### src/rtl/pwat_pkg.sv
package pwat_pkg;

  localparam int MaxWindows = 16;
  localparam int MaxReservations = 64;
  localparam int WinIdxW = $clog2(MaxWindows);
  localparam int WinCntW = $clog2(MaxWindows + 1);
  localparam int ResIdxW = $clog2(MaxReservations);
  localparam int ResCntW = $clog2(MaxReservations + 1);
  localparam int CfgW = 7;

  localparam logic [63:0] IoFloor = 64'h1000;
  localparam logic [63:0] Low4gTop = 64'h0000_0000_FFFF_FFFF;

  typedef enum logic [1:0] {
    ACT_LOAD = 2'd0,
    ACT_RESERVE = 2'd1,
    ACT_ALLOCATE = 2'd2,
    ACT_TRANSLATE = 2'd3
  } action_e;

  typedef enum logic [2:0] {
    ST_OK = 3'd0,
    ST_NOT_FOUND = 3'd1,
    ST_NO_SPACE = 3'd2,
    ST_INVALID = 3'd3,
    ST_IGNORED = 3'd4
  } status_e;

  localparam logic [1:0] SpaceIo = 2'd1;

  typedef enum logic [3:0] {
    S_IDLE,
    S_LOAD,
    S_FIND_RD,
    S_FIND_CHK,
    S_RESV_REC,
    S_XLATE,
    S_AL_CHK,
    S_AL_WIN_RD,
    S_AL_WIN_INIT,
    S_AL_ALIGN,
    S_AL_RES_RD,
    S_AL_RES_CHK,
    S_AL_COMMIT,
    S_DONE
  } state_e;

  typedef enum logic [3:0] {
    CMD_NONE,
    CMD_START,
    CMD_LOAD,
    CMD_WIN_RD,
    CMD_WIN_NEXT,
    CMD_RESV_REC,
    CMD_XLATE,
    CMD_AL_CHK,
    CMD_AL_INIT,
    CMD_AL_ALIGN,
    CMD_RES_RD,
    CMD_RES_NEXT,
    CMD_RES_HIT,
    CMD_AL_COMMIT,
    CMD_FAIL
  } cmd_e;

  typedef struct packed {
    cmd_e cmd;
    status_e fail_status;
  } ctrl_t;

  typedef struct packed {
    action_e new_action;
    action_e action;
    logic win_done;
    logic win_holds;
    logic win_skip;
    logic al_invalid;
    logic align_fail;
    logic res_done;
    logic res_hit;
    logic res_full;
    logic load_bad_space;
    logic load_full;
    logic load_invalid;
  } stat_t;

endpackage

### src/rtl/pwat_ctrl.sv
module pwat_ctrl (
  input  logic            clk_i,
  input  logic            rst_ni,
  input  logic            in_fire_i,
  input  logic            out_fire_i,
  input  pwat_pkg::stat_t stat_i,
  output pwat_pkg::ctrl_t ctrl_o,
  output logic            busy_o,
  output logic            done_o
);
  import pwat_pkg::*;

  state_e state_q, state_d;

  always_ff @(posedge clk_i or negedge rst_ni) begin
    if (!rst_ni) begin
      state_q <= S_IDLE;
    end else begin
      state_q <= state_d;
    end
  end

  always_comb begin
    state_d = state_q;
    case (state_q)
      S_IDLE: begin
        if (in_fire_i) begin
          case (stat_i.new_action)
            ACT_LOAD: state_d = S_LOAD;
            ACT_ALLOCATE: state_d = S_AL_CHK;
            default: state_d = S_FIND_RD;
          endcase
        end
      end
      S_LOAD: state_d = S_DONE;
      S_FIND_RD: state_d = stat_i.win_done ? S_DONE : S_FIND_CHK;
      S_FIND_CHK: begin
        if (stat_i.win_holds) begin
          state_d = (stat_i.action == ACT_RESERVE) ? S_RESV_REC : S_XLATE;
        end else begin
          state_d = S_FIND_RD;
        end
      end
      S_RESV_REC: state_d = S_DONE;
      S_XLATE: state_d = S_DONE;
      S_AL_CHK: state_d = stat_i.al_invalid ? S_DONE : S_AL_WIN_RD;
      S_AL_WIN_RD: state_d = stat_i.win_done ? S_DONE : S_AL_WIN_INIT;
      S_AL_WIN_INIT: state_d = stat_i.win_skip ? S_AL_WIN_RD : S_AL_ALIGN;
      S_AL_ALIGN: state_d = stat_i.align_fail ? S_AL_WIN_RD : S_AL_RES_RD;
      S_AL_RES_RD: state_d = stat_i.res_done ? S_AL_COMMIT : S_AL_RES_CHK;
      S_AL_RES_CHK: state_d = stat_i.res_hit ? S_AL_ALIGN : S_AL_RES_RD;
      S_AL_COMMIT: state_d = S_DONE;
      S_DONE: if (out_fire_i) state_d = S_IDLE;
      default: state_d = S_IDLE;
    endcase
  end

  always_comb begin
    ctrl_o.cmd = CMD_NONE;
    ctrl_o.fail_status = ST_OK;
    case (state_q)
      S_IDLE: if (in_fire_i) ctrl_o.cmd = CMD_START;
      S_LOAD: ctrl_o.cmd = CMD_LOAD;
      S_FIND_RD: begin
        if (stat_i.win_done) begin
          ctrl_o.cmd = CMD_FAIL;
          ctrl_o.fail_status = ST_NOT_FOUND;
        end else begin
          ctrl_o.cmd = CMD_WIN_RD;
        end
      end
      S_FIND_CHK: if (!stat_i.win_holds) ctrl_o.cmd = CMD_WIN_NEXT;
      S_RESV_REC: ctrl_o.cmd = CMD_RESV_REC;
      S_XLATE: ctrl_o.cmd = CMD_XLATE;
      S_AL_CHK: ctrl_o.cmd = CMD_AL_CHK;
      S_AL_WIN_RD: begin
        if (stat_i.win_done) begin
          ctrl_o.cmd = CMD_FAIL;
          ctrl_o.fail_status = ST_NO_SPACE;
        end else begin
          ctrl_o.cmd = CMD_WIN_RD;
        end
      end
      S_AL_WIN_INIT: ctrl_o.cmd = stat_i.win_skip ? CMD_WIN_NEXT : CMD_AL_INIT;
      S_AL_ALIGN: ctrl_o.cmd = stat_i.align_fail ? CMD_WIN_NEXT : CMD_AL_ALIGN;
      S_AL_RES_RD: if (!stat_i.res_done) ctrl_o.cmd = CMD_RES_RD;
      S_AL_RES_CHK: ctrl_o.cmd = stat_i.res_hit ? CMD_RES_HIT : CMD_RES_NEXT;
      S_AL_COMMIT: ctrl_o.cmd = CMD_AL_COMMIT;
      default: ctrl_o.cmd = CMD_NONE;
    endcase
  end

  assign busy_o = (state_q != S_IDLE);
  assign done_o = (state_q == S_DONE);

endmodule

### config.mk
export PLATFORM = sky130hd
export DESIGN_NAME = pwat_ctrl
export DESIGN_NICKNAME = d
export VERILOG_FILES = /design/src/rtl/pwat_pkg.sv /design/src/rtl/pwat_ctrl.sv
export SDC_FILE = /design/constraint.sdc
export NUM_CORES = 1
export LEC_CHECK = 0
export ABC_CLOCK_PERIOD_IN_PS = 2950
export BUFFER_PORTS_ARGS = -buffer_cell sky130_fd_sc_hd__buf_4
export CAP_MARGIN = 20
export CORE_MARGIN = 3
export CORE_UTILIZATION = 45
export DETAILED_ROUTE_END_ITERATION = 7
export PLACE_DENSITY_LB_ADDON = 0.1
export SLEW_MARGIN = 20
export SYNTH_ARGS = -nofsm -noshare
export SYNTH_HDL_FRONTEND = slang
export SYNTH_SLANG_ARGS = --single-unit
export TNS_END_PERCENT = 10
### constraint.sdc
create_clock -name clk_i -period 2.95 [get_ports clk_i]
set_input_delay 0.4425 -clock clk_i [delete_from_list [all_inputs] [get_ports clk_i]]
set_output_delay 0.4425 -clock clk_i [all_outputs]
set_load 0.1 [all_outputs]
==> flow_metrics.py <==
metrics = {
    "status": {
        "run_status": "completed",
    },
    "clocking": {
        "cts_tree": "built",
        "clkSinkCount": 4,
        "post_cts_buffers": 0,
        "cts_buffers": 3,
        "root_buffer": "clkbuf_4",
        "htree_levels": 1,
        "cts_max_path_buffers": 2,
        "clkLatencyLatePin_ns": 0.25,
        "path_clk_slew_ns": 0.04,
        "cts_resized": 0,
    },
    "synth": {
        "synth_top_family_by_area": "compound AO/OA/AOI/OAI gates",
        "synthSimpleGateAreaFrac_pct": 29.5,
        "synth.distinct_cells": 48,
        "netlist_instances": 97,
        "yosys_warnings": 0,
        "ys_ff_latch": 4,
        "synth_xor_area_share_pct": 0,
        "syn_area_per_cell_sq_um": 7.31,
        "yosysTopAreaCell": "dfrtp_1",
        "synth_top_area_share_pct": 14.1,
        "synth_flop_cell": "dfrtp_1",
        "synth_compound_area_share_pct": 38.3,
        "seq_area_frac_synth_pct": 14.1,
        "netlist_area_sq_um": 709,
        "synth_area_leaders": "dfrtp_1, buf_6, a21oi_1",
        "synth_fa_ha_area_share_pct": 1.41,
        "synth_edf_count": 0,
        "synth_fp_nets": 116,
        "synthMuxAreaShare_pct": 3.00,
        "synth_common_cells": "inv_1, nand2_1, a21oi_1, o21ai_0",
        "async_flop_share_pct": 100,
    },
    "global_routing": {
        "top_usage_layer": "met1",
        "use_met3_pct": 2.77,
        "grt_max_degree": 22,
        "overflow": 0,
        "grt_usage_pct": 21.2,
        "grt_pass1_wl_mm": 3.31,
        "grtUsageMet1_pct": 31.4,
        "met2_usage_pct": 31.2,
        "grt_pass1_vias": 721,
        "antenna_found_initial": 0,
    },
    "place": {
        "placed_area_sq_um": 845,
        "placed_cells": 127,
        "routabilityCongestion": 0.901,
        "dp_hpwl_mm": 1.45,
        "io_buffers": 22,
    },
    "layout": {
        "nets": 137,
        "stdcell_area_sq_um": 877,
        "regMostFlops": "state_q",
        "largest_reg_flops": 4,
        "fin_cells": 131,
        "syn_to_final_growth_pct": 23.6,
        "drive_above_1_share_pct": 31.9,
        "reg_top3": "state_q x4",
        "diodes": 0,
    },
    "flow_run": {
        "cap_violations": 0,
    },
    "sta": {
        "slew_viol_final": 0,
        "fin_setup_tns_ns": 0,
        "fin_skew_ns": 0.0106,
        "fmax_ghz": 0.402,
        "period_needed_ns": 2.49,
        "finalHoldWorstSlack_ns": 0.524,
        "relSlewSlack_pct": 56.3,
        "worst_pin_slew_ns": 0.655,
        "setup_violations": 0,
        "hold_viol_final": 0,
        "grt_setup_unrepaired": "false",
        "fin_crit_sh_pct": 84.3,
    },
    "critical_path": {
        "r2r_setup_slack_ns": 1.01,
        "path_class": "reg -> out",
        "required_ns": 2.51,
        "crit_path_start_kind": "flip-flop",
        "worstPathMaxFanout": 20,
        "arrival_ns": 2.04,
        "worstSetupEndpointType": "output port",
    },
    "floorplan": {
        "rows": 13,
        "initial_core_util_pct": 51.3,
        "dieArea_sq_um": 2090,
        "die_x_microns": 45.7,
        "die_h_microns": 45.7,
        "core_sq_um": 1380,
        "io_pins": 28,
    },
    "route": {
        "viasPerCell": 6.13,
        "avgRoutedWirePerCell_microns": 14.9,
        "wl_mm": 1.95,
        "antenna_left": 0,
        "drc_errors": 0,
        "via_count": 803,
        "first_pass_iters": 4,
        "first_iter_violations": 29,
    },
    "worst_hold_path": {
        "hold_path_class": "in -> async",
    },
}
-- area by class of cell --
cell class / instances / area, sq um
clock buffers: 3 / 22.5
repair buffers: 25 / 190
inverters: 8 / 30.0
well taps: 15 / 18.8
fillers: 126 / 505
multi-input cells: 76 / 515
flip-flops and latches: 4 / 100
-- path summary, 6_finish.rpt --
check / from / end / cells past startpoint
worst max-delay path: state_q[2] / ctrl_o[6] / 4
worst min-delay path: rst_ni / state_q[2] / 2
worst max register to register: state_q[0] / state_q[0] / 5
worst min register to register: state_q[3] / state_q[3] / 3
max in group asynchronous: rst_ni / state_q[0] / 2
min in group clk_i: out_fire_i / state_q[2] / 4
-- repair_timing --
| item | CTS | global route |
|---|---|---|
| hold buffers | 1 | 0 |
| endpoints found under the setup margin | 0 | 0 |
| endpoints found under the hold margin | 4 | 0 |
-- metrics by stage --
stage / setup slack (ns) / utilization [%]
after CTS: 0.501 / 63.4
final: 0.463 / 63.4
after floorplan: -0.296 / -
after global placement: 0.756 / 61.1
after detailed placement: 0.772 / 61.1
after global routing: 0.376 / 63.4
-- kinds of logic after synthesis --
| group | count (synthesis) |
|---|---|
| DFF | 4 |
| AOI/OAI and AO/OA | 38 |
| adders and majority gates | 1 |
| buffers and inverters | 17 |
| and+or+nand+nor | 34 |
| other | 1 |
| muxes | 2 |
-- cell usage in the layout, fill, tap and decap left out, drive strengths merged, types with 3 or more instances in the layout --
cell type,instances
buf,24
inv,8
o21ai,8
nand2,7
a21oi,7
nor2b,5
nand2b,5
nor3,4
dfrtp,4
o22ai,4
nor2,4
a22oi,3
a211oi,3
clkbuf,3
-- worst max-delay path, cell delays in order, from the launching register on --
cell and delay [ns]:
dfrtp_1 0.72, and2b_1 0.33, nor3b_1 0.26, a221o_1 0.19
buf_4 0.28
-- layer usage --
metal	share of wire, %	wire [microns]
met1	42	820
met2	47	920
met3	9.4	183
met4	1.2	23
met5	0	0
Power is not shown: default switching activity piles up to over one toggle a cycle in this logic, so the estimate is an artifact.
